$ cat src/sfce_pkg.sv
// package: shared types, register indexes and reset values for the sbus frame extractor
`timescale 1ns / 1ps

package sfce_pkg;

    localparam int unsigned BYTE_W   = 8;
    localparam int unsigned LEN_W    = 7;
    localparam int unsigned POS_W    = 6;
    localparam int unsigned CHAN_W   = 11;
    localparam int unsigned PULSE_W  = 14;
    localparam int unsigned STATUS_W = 2;
    localparam int unsigned CFG_IDX_W = 3;

    localparam logic [BYTE_W-1:0] START_BYTE_RST = 8'h0F;
    localparam logic [BYTE_W-1:0] END_BYTE_RST   = 8'h00;
    localparam logic [LEN_W-1:0]  FRAME_LEN_RST  = 7'd25;
    localparam logic [POS_W-1:0]  CSUM_POS_RST   = 6'd23;

    typedef enum logic [CFG_IDX_W-1:0] {
        CFG_START_BYTE = 3'd0,
        CFG_END_BYTE   = 3'd1,
        CFG_FRAME_LEN  = 3'd2,
        CFG_CSUM_POS   = 3'd3
    } t_cfg_idx;

    typedef enum logic [STATUS_W-1:0] {
        ST_VALID    = 2'd0,
        ST_CSUM_ERR = 2'd1,
        ST_END_ERR  = 2'd2
    } t_status;

    typedef struct packed {
        logic [BYTE_W-1:0] start_byte;
        logic [BYTE_W-1:0] end_byte;
        logic [LEN_W-1:0]  frame_length;
        logic [POS_W-1:0]  checksum_position;
    } t_cfg;

endpackage

$ cat src/sfce_cfg_regs.sv
// configuration register file for the frame extractor
`timescale 1ns / 1ps

module sfce_cfg_regs
    import sfce_pkg::*;
(
    input  logic                 i_clk,
    input  logic                 i_rst_n,
    input  logic                 i_cfg_valid,
    input  logic [CFG_IDX_W-1:0] i_cfg_index,
    input  logic [BYTE_W-1:0]    i_cfg_data,
    output t_cfg                 o_cfg
);

    t_cfg r_cfg;
    t_cfg n_cfg;

    always_comb begin
        n_cfg = r_cfg;
        if (i_cfg_valid) begin
            // unknown indexes are dropped
            unique case (i_cfg_index)
                CFG_START_BYTE: n_cfg.start_byte        = i_cfg_data;
                CFG_END_BYTE:   n_cfg.end_byte          = i_cfg_data;
                CFG_FRAME_LEN:  n_cfg.frame_length      = i_cfg_data[LEN_W-1:0];
                CFG_CSUM_POS:   n_cfg.checksum_position = i_cfg_data[POS_W-1:0];
                default:        n_cfg = r_cfg;
            endcase
        end
    end

    always_ff @(posedge i_clk) begin
        if (!i_rst_n) begin
            r_cfg.start_byte        <= START_BYTE_RST;
            r_cfg.end_byte          <= END_BYTE_RST;
            r_cfg.frame_length      <= FRAME_LEN_RST;
            r_cfg.checksum_position <= CSUM_POS_RST;
        end else begin
            r_cfg <= n_cfg;
        end
    end

    assign o_cfg = r_cfg;

endmodule

$ cat src/sfce_core.sv
// frame tracking state, checksum, channel extraction and result register
`timescale 1ns / 1ps

module sfce_core
    import sfce_pkg::*;
(
    input  logic                i_clk,
    input  logic                i_rst_n,
    input  t_cfg                i_cfg,
    input  logic                i_item_valid,
    input  logic [BYTE_W-1:0]   i_item_byte,
    output logic                o_item_take,
    output logic                o_out_valid,
    input  logic                i_out_stall,
    output logic [STATUS_W-1:0] o_frame_status,
    output logic [CHAN_W-1:0]   o_channel_value,
    output logic [PULSE_W-1:0]  o_pulse_eighth_us
);

    logic              r_in_frame;
    logic [LEN_W-1:0]  r_byte_count;
    logic [BYTE_W-1:0] r_running_sum;
    logic [BYTE_W-1:0] r_received_check;
    logic [BYTE_W-1:0] r_chan_low;
    logic [2:0]        r_chan_high;

    logic              n_in_frame;
    logic [LEN_W-1:0]  n_byte_count;
    logic [BYTE_W-1:0] n_running_sum;
    logic [BYTE_W-1:0] n_received_check;
    logic [BYTE_W-1:0] n_chan_low;
    logic [2:0]        n_chan_high;

    logic                r_out_valid;
    t_status             r_status;
    logic [CHAN_W-1:0]   r_chan;
    logic [PULSE_W-1:0]  r_pulse;

    logic              w_start;
    logic              w_absorb;
    logic              w_done;
    logic              w_out_free;
    logic [LEN_W-1:0]  w_idx;
    logic [LEN_W-1:0]  w_count_inc;
    logic [BYTE_W-1:0] w_sum_base;
    logic [BYTE_W-1:0] w_check_base;
    logic [BYTE_W-1:0] w_low_base;
    logic [2:0]        w_high_base;
    logic [CHAN_W-1:0] w_chan;
    logic [PULSE_W-1:0] w_pulse;
    t_status           w_status;

    assign w_start     = !r_in_frame && (i_item_byte == i_cfg.start_byte);
    assign w_absorb    = r_in_frame || w_start;
    assign w_idx       = r_in_frame ? r_byte_count : '0;
    assign w_count_inc = r_byte_count + LEN_W'(1);

    // start byte clears the accumulated frame state before index 0 is absorbed
    assign w_sum_base   = w_start ? '0 : r_running_sum;
    assign w_check_base = w_start ? '0 : r_received_check;
    assign w_low_base   = w_start ? '0 : r_chan_low;
    assign w_high_base  = w_start ? '0 : r_chan_high;

    always_comb begin
        n_running_sum    = w_sum_base;
        n_received_check = w_check_base;
        n_chan_low       = w_low_base;
        n_chan_high      = w_high_base;
        if (w_absorb) begin
            if (w_idx < {1'b0, i_cfg.checksum_position}) begin
                n_running_sum = w_sum_base + i_item_byte;
            end else if (w_idx == {1'b0, i_cfg.checksum_position}) begin
                n_received_check = i_item_byte;
            end
            if (w_idx == LEN_W'(1)) begin
                n_chan_low = i_item_byte;
            end else if (w_idx == LEN_W'(2)) begin
                n_chan_high = i_item_byte[2:0];
            end
        end
    end

    assign w_done = r_in_frame && (w_count_inc >= i_cfg.frame_length);

    assign w_chan  = {n_chan_high, n_chan_low};
    // times five as shift and add
    assign w_pulse = {1'b0, w_chan, 2'b00} + {3'b000, w_chan};

    always_comb begin
        priority if (i_item_byte != i_cfg.end_byte) begin
            w_status = ST_END_ERR;
        end else if (n_running_sum != n_received_check) begin
            w_status = ST_CSUM_ERR;
        end else begin
            w_status = ST_VALID;
        end
    end

    // an item that closes a frame needs the result slot to be free
    assign w_out_free  = !r_out_valid || !i_out_stall;
    assign o_item_take = i_item_valid && (!w_done || w_out_free);

    always_comb begin
        n_in_frame   = r_in_frame;
        n_byte_count = r_byte_count;
        if (w_done) begin
            n_in_frame   = 1'b0;
            n_byte_count = '0;
        end else if (w_start) begin
            n_in_frame   = 1'b1;
            n_byte_count = LEN_W'(1);
        end else if (r_in_frame) begin
            n_byte_count = w_count_inc;
        end
    end

    always_ff @(posedge i_clk) begin
        if (!i_rst_n) begin
            r_in_frame       <= 1'b0;
            r_byte_count     <= '0;
            r_running_sum    <= '0;
            r_received_check <= '0;
            r_chan_low       <= '0;
            r_chan_high      <= '0;
            r_out_valid      <= 1'b0;
        end else begin
            if (o_item_take) begin
                r_in_frame       <= n_in_frame;
                r_byte_count     <= n_byte_count;
                r_running_sum    <= n_running_sum;
                r_received_check <= n_received_check;
                r_chan_low       <= n_chan_low;
                r_chan_high      <= n_chan_high;
            end
            if (o_item_take && w_done) begin
                r_out_valid <= 1'b1;
            end else if (!i_out_stall) begin
                r_out_valid <= 1'b0;
            end
        end
    end

    always_ff @(posedge i_clk) begin
        if (o_item_take && w_done) begin
            r_status <= w_status;
            r_chan   <= w_chan;
            r_pulse  <= w_pulse;
        end
    end

    assign o_out_valid       = r_out_valid;
    assign o_frame_status    = r_status;
    assign o_channel_value   = r_chan;
    assign o_pulse_eighth_us = r_pulse;

endmodule

$ cat src/sbus_frame_channel_extractor.sv
// top level of the sbus frame channel extractor
//
// Input channel: one received serial byte per beat on i_rx_byte, with
// i_in_valid / o_in_stall. Output channel: one result beat per completed
// frame carrying o_frame_status, o_channel_value and o_pulse_eighth_us,
// with o_out_valid / i_out_stall. Configuration: i_cfg_valid / o_cfg_ready
// with i_cfg_index and i_cfg_data; o_cfg_ready is always high and unknown
// indexes are ignored. Write configuration only while no frame is open.
// A byte is first held in an input register, then the frame logic updates
// its running sum, checksum latch and channel bytes and loads the result
// register on the closing byte. Throughput is one byte per cycle while
// o_in_stall is low; results leave from the result register.
// While the receiver stalls the result is held; further bytes still flow
// unless one of them closes another frame, which then waits in the input
// register and raises o_in_stall. Synchronous reset (i_rst_n low) returns
// the block to idle, drops held bytes and results and restores the
// register defaults (start 0x0f, end 0x00, length 25, checksum at 23).
`timescale 1ns / 1ps

module sbus_frame_channel_extractor
    import sfce_pkg::*;
(
    input  logic                 i_clk,
    input  logic                 i_rst_n,
    input  logic                 i_in_valid,
    output logic                 o_in_stall,
    input  logic [BYTE_W-1:0]    i_rx_byte,
    output logic                 o_out_valid,
    input  logic                 i_out_stall,
    output logic [STATUS_W-1:0]  o_frame_status,
    output logic [CHAN_W-1:0]    o_channel_value,
    output logic [PULSE_W-1:0]   o_pulse_eighth_us,
    input  logic                 i_cfg_valid,
    output logic                 o_cfg_ready,
    input  logic [CFG_IDX_W-1:0] i_cfg_index,
    input  logic [BYTE_W-1:0]    i_cfg_data
);

    t_cfg              w_cfg;
    logic              r_in_valid;
    logic [BYTE_W-1:0] r_in_byte;
    logic              w_take;

    assign o_cfg_ready = 1'b1;

    sfce_cfg_regs u_cfg (
        .i_clk       (i_clk),
        .i_rst_n     (i_rst_n),
        .i_cfg_valid (i_cfg_valid),
        .i_cfg_index (i_cfg_index),
        .i_cfg_data  (i_cfg_data),
        .o_cfg       (w_cfg)
    );

    // input register, refilled whenever the held beat moves on
    assign o_in_stall = r_in_valid && !w_take;

    always_ff @(posedge i_clk) begin
        if (!i_rst_n) begin
            r_in_valid <= 1'b0;
        end else if (!o_in_stall) begin
            r_in_valid <= i_in_valid;
        end
    end

    always_ff @(posedge i_clk) begin
        if (!o_in_stall && i_in_valid) begin
            r_in_byte <= i_rx_byte;
        end
    end

    sfce_core u_core (
        .i_clk             (i_clk),
        .i_rst_n           (i_rst_n),
        .i_cfg             (w_cfg),
        .i_item_valid      (r_in_valid),
        .i_item_byte       (r_in_byte),
        .o_item_take       (w_take),
        .o_out_valid       (o_out_valid),
        .i_out_stall       (i_out_stall),
        .o_frame_status    (o_frame_status),
        .o_channel_value   (o_channel_value),
        .o_pulse_eighth_us (o_pulse_eighth_us)
    );

endmodule

$ cat config.mk
export PLATFORM = sky130hd
export DESIGN_NAME = sbus_frame_channel_extractor
export DESIGN_NICKNAME = d
export VERILOG_FILES = /design/src/sfce_pkg.sv /design/src/sfce_cfg_regs.sv /design/src/sfce_core.sv /design/src/sbus_frame_channel_extractor.sv
export SDC_FILE = /design/constraint.sdc
export NUM_CORES = 1
export LEC_CHECK = 0
export BUFFER_PORTS_ARGS = -buffer_cell sky130_fd_sc_hd__buf_2
export CELL_PAD_IN_SITES_DETAIL_PLACEMENT = 0
export CELL_PAD_IN_SITES_GLOBAL_PLACEMENT = 1
export CORE_MARGIN = 2
export CORE_UTILIZATION = 30
export CTS_CLUSTER_SIZE = 30
export DETAILED_ROUTE_END_ITERATION = 10
export MAX_ROUTING_LAYER = met4
export PLACE_DENSITY = 0.64
export SLEW_MARGIN = 20
export SYNTH_ARGS = -nofsm -noshare
export SYNTH_HDL_FRONTEND = slang
export SYNTH_SLANG_ARGS = --single-unit
$ cat constraint.sdc
create_clock -name i_clk -period 7.6 [get_ports i_clk]
set_clock_uncertainty 0.15 [all_clocks]
set_input_delay 0.38 -clock i_clk [delete_from_list [all_inputs] [get_ports i_clk]]
set_output_delay 0.38 -clock i_clk [all_outputs]
set_load 0.01 [all_outputs]
==> flow_metrics.env <==
export IMPL_outcome="complete, no violations"
export IMPL_power_internal_mw=0.835
export IMPL_grt_max_degree=55
export IMPL_end_kind="flip-flop"
export IMPL_final_setup_tns_ns=0
export IMPL_hold_violations=0
export IMPL_drive_gt1_share_pct=13.7
export IMPL_hp_class="primary input to flip-flop"
export IMPL_antenna_found_initial=0
export IMPL_postCtsHoldBufs=0
export IMPL_grt_use_total_pct=15.9
export IMPL_fin_ws_ns=2.33
export IMPL_swShare_pct=24.4
export IMPL_netlist_area_leader_share_pct=23.7
export IMPL_first_pass_iters=5
export IMPL_wl_um=14500
export IMPL_chipHeight_um=140
export IMPL_syn2layout_area_growth_pct=13.1
export IMPL_yosysTopAreaCell="dfxtp_1"
export IMPL_power_switching_mw=0.270
export IMPL_synth_area_top_cells="dfxtp_1, edfxtp_1, ha_1"
export IMPL_comb_power_share_pct=7.8
export IMPL_wl_per_cell_um=16.5
export IMPL_synth_simple_gate_area_share_pct=19.8
export IMPL_tightest_slew_ns=0.996
export IMPL_critical_path_top_delay_family="simple AND/OR/NAND/NOR gates"
export IMPL_start_kind="flip-flop"
export IMPL_rsz0062_at_grt="false"
export IMPL_seq_power_share_pct=51.7
export IMPL_portBuffers=52
export IMPL_cts_setup_buffers=0
export IMPL_route_detailed_drc=0
export IMPL_dr_total_vias=4545
export IMPL_yosysUniqueCellTypes=72
export IMPL_final_nets=698
export IMPL_synth_top_family_by_area="simple AND/OR/NAND/NOR gates"
export IMPL_power_density_nw_per_um2=175
export IMPL_leakagePower_nw=2.59
export IMPL_overflow=0
export IMPL_synthFlopType="dfxtp_1"
export IMPL_cap_violations=0
export IMPL_rows=49
export IMPL_vias_per_cell=5.18
export IMPL_fin_crit_sh_pct=69.3
export IMPL_synthesis_area_sq_um=5580
export IMPL_synth_compound_area_share_pct=17.5
export IMPL_ant_nets=0
export IMPL_maxSlewViolCount=0
export IMPL_grt_pass1_wl_um=23800
export IMPL_timing_slew_headroom_pct=33.6
export IMPL_die_area_sq_um=19700
export IMPL_cp_buffers_inverters=1
export IMPL_drt_initial_drc_count=236
export IMPL_antenna_cells=0
export IMPL_cts_buffers=9
export IMPL_num_fill_cells=1848
export IMPL_clockBufferDepth=2
export IMPL_path_max_fanout=28
export IMPL_ys_warn_count=0
export IMPL_syn_num_nets=660
export IMPL_cts_tree="yes"
export IMPL_arrival_ns=5.21
export IMPL_syn_avg_cell_area_sq_um=9.20
export IMPL_cts_repair_resized=0
export IMPL_synth_seq_area_share_pct=41.5
export IMPL_path_clk_slew_ns=0.07
export IMPL_synth_seq_cells=99
export IMPL_async_flop_share_pct=0
export IMPL_cp_required_ns=7.54
export IMPL_synthCells=606
export IMPL_grt_pass1_vias=4484
export IMPL_fp_dieW_um=140
export IMPL_path_cells="xor2_2, nor4_4, nand3_2, and2_1, ha_1, inv_1, fa_1, nand2b_1, a31o_2, a21o_1, o21a_1, or3_1, o21ai_1, o2111ai_1, nor4_1, a31oi_1"
export IMPL_clk_latency_ns=0.36
export IMPL_core_area_sq_um=18100
export IMPL_setup_viol_count_final=0
export IMPL_pin_count=54
export IMPL_cts_sinks=99
export IMPL_synth_edf_count=33
export IMPL_power_mw=1.11
export IMPL_start_util_pct=30.8
export IMPL_fmax_mhz=190
export IMPL_critPathKind="flip-flop to flip-flop"
export IMPL_cp_slowest_cell="edfxtp_1"
export IMPL_htreeDepth=3
export IMPL_dp_final_hpwl_um=10700
export IMPL_cts_root_buffer="clkbuf_16"
export IMPL_gp_congestion=0.907
export IMPL_synthAdderAreaFrac_pct=7.18
export IMPL_synth_xor_xnor_area_share_pct=5.61
export IMPL_irDropWorstVdd_mv=0.112
export IMPL_muxShareOfSynthArea_pct=3.97
export IMPL_clockPowerShare_pct=40.6
export IMPL_critPathMaxStageDelay_ns=0.59
export IMPL_pre_cts_ws_ns=2.37
export IMPL_fin_crit_ns=5.27
cells by family (layout without fill, tap and decap cells):
| kind of cell | after synthesis | after routing |
|---|---|---|
| mux | 22 | 22 |
| fa+ha+maj | 31 | 31 |
| simple gates | 225 | 225 |
| xor+xnor | 34 | 34 |
| flops | 99 | 99 |
| buf+inv | 59 | 102 |
| other cells | 1 | 1 |
| compound gates | 135 | 135 |
cell type report:
| cell class | count | area, sq um | area share [%] |
|---|---|---|---|
| multi-input combinational | 448 | 3020 | 47.9 |
| sequential | 99 | 2310 | 36.7 |
| timing repair buffer | 56 | 290 | 4.60 |
| tap | 229 | 287 | 4.54 |
| clock buffer | 13 | 262 | 4.15 |
| inverter | 30 | 113 | 1.79 |
| clock inverter | 3 | 20.0 | 0.317 |
cells in the mapped netlist (3+ instances only):
| library cell | n |
|---|---|
| a211o_1 | 3 |
| a211oi_1 | 9 |
| a21boi_0 | 3 |
| a21o_1 | 8 |
| a21oi_1 | 27 |
| a22oi_1 | 16 |
| a311oi_1 | 6 |
| a31oi_1 | 4 |
| a32oi_1 | 5 |
| and2_1 | 16 |
| and3_1 | 4 |
| buf_2 | 3 |
| buf_4 | 4 |
| clkbuf_1 | 20 |
| dfxtp_1 | 66 |
| edfxtp_1 | 33 |
| ha_1 | 28 |
| inv_1 | 29 |
| mux2i_1 | 21 |
| nand2_1 | 65 |
| nand2b_1 | 8 |
| nand3_1 | 25 |
| nor2_1 | 66 |
| nor2b_1 | 8 |
| nor3_1 | 5 |
| nor3b_1 | 5 |
| nor4_1 | 3 |
| o211ai_1 | 3 |
| o21a_1 | 5 |
| o21ai_0 | 16 |
| o21ai_1 | 4 |
| or3_1 | 7 |
| xnor2_1 | 12 |
| xor2_1 | 20 |
layer usage:
layer  routed length (um)  vias up  GRT usage [%]
met2                 6930      120           25.8
met3                  717       18           4.07
li1                     -     2238              -
met5                    0        -              -
met4                  245        0           4.94
met1                 6590     2169           19.5
power by group through the flow:
stage / Clock [mW] / Combinational [mW] / Sequential [mW]
6_report: 0.448 / 0.0860 / 0.571
5_1_grt: 0.484 / 0.0980 / 0.572
4_1_cts: 0.461 / 0.0870 / 0.571
3_5_place_dp: 0 / 0.0865 / 0.583
3_3_place_gp: 0 / 0.0844 / 0.583
2_1_floorplan: 0 / 0.0659 / 0.576
flip-flops by register name, summed over array words and instances, names as in the netlist:
signal                    flops
r_in_byte                     8
r_in_valid                    1
u_cfg.o_cfg                  29
u_core.o_channel_value        9
u_core.o_frame_status         2
u_core.o_out_valid            1
u_core.o_pulse_eighth_us     14
u_core.r_byte_count           7
u_core.r_chan_high            3
u_core.r_chan_low             8
u_core.r_in_frame             1
u_core.r_received_check       8
u_core.r_running_sum          8
through the flow:
stage	utilization, %	cells	hold slack, ns	cell area (sq um)
2_1_floorplan	-	606	0.295	5580
3_3_place_gp	33.3	862	0.306	6020
3_5_place_dp	33.3	862	0.318	6020
4_1_cts	34.8	878	0.0298	6300
5_1_grt	34.9	878	0.0249	6310
6_report	34.9	878	0.0416	6310
layout by cell type (no fill, tap or decap), drive strengths merged, types with 4 or more instances in the layout:
cell type  count
nor3b          5
a211oi         9
nand2b         8
and3           5
edfxtp        33
xor2          22
o21ai         20
nand2         65
a22oi         16
a311oi         6
a21oi         28
a21o           9
nor4           5
nand3         26
mux2i         21
o21a           5
nor3           5
ha            28
a31oi          4
or3            7
clkbuf        13
buf           56
nor2b          8
inv           32
nor2          66
a32oi          5
xnor2         12
and2          16
dfxtp         66
worst paths after layout:
kind                        start                  endpoint  slack (ns)  cells past startpoint
setup reg to reg     r_in_byte[0]  u_core.o_frame_status[0]        2.33                     16
setup / recovery     r_in_byte[0]  u_core.o_frame_status[0]        2.33                     16
hold / removal       i_rx_byte[7]              r_in_byte[7]        0.04                      1
hold reg to reg   u_cfg.o_cfg[28]           u_cfg.o_cfg[28]        0.33                      2
worst reg2reg max path, stage by stage (launching register included):
cell       delay, ns
edfxtp_1        0.59
xor2_2          0.25
nor4_4          0.45
nand3_2         0.57
and2_1          0.39
ha_1            0.21
inv_1           0.08
fa_1            0.29
nand2b_1        0.14
a31o_2          0.27
a21o_1          0.22
o21a_1          0.21
or3_1           0.41
o21ai_1         0.21
o2111ai_1       0.14
nor4_1          0.29
a31oi_1         0.14
Note: power is estimated with default switching activity, not from simulation.
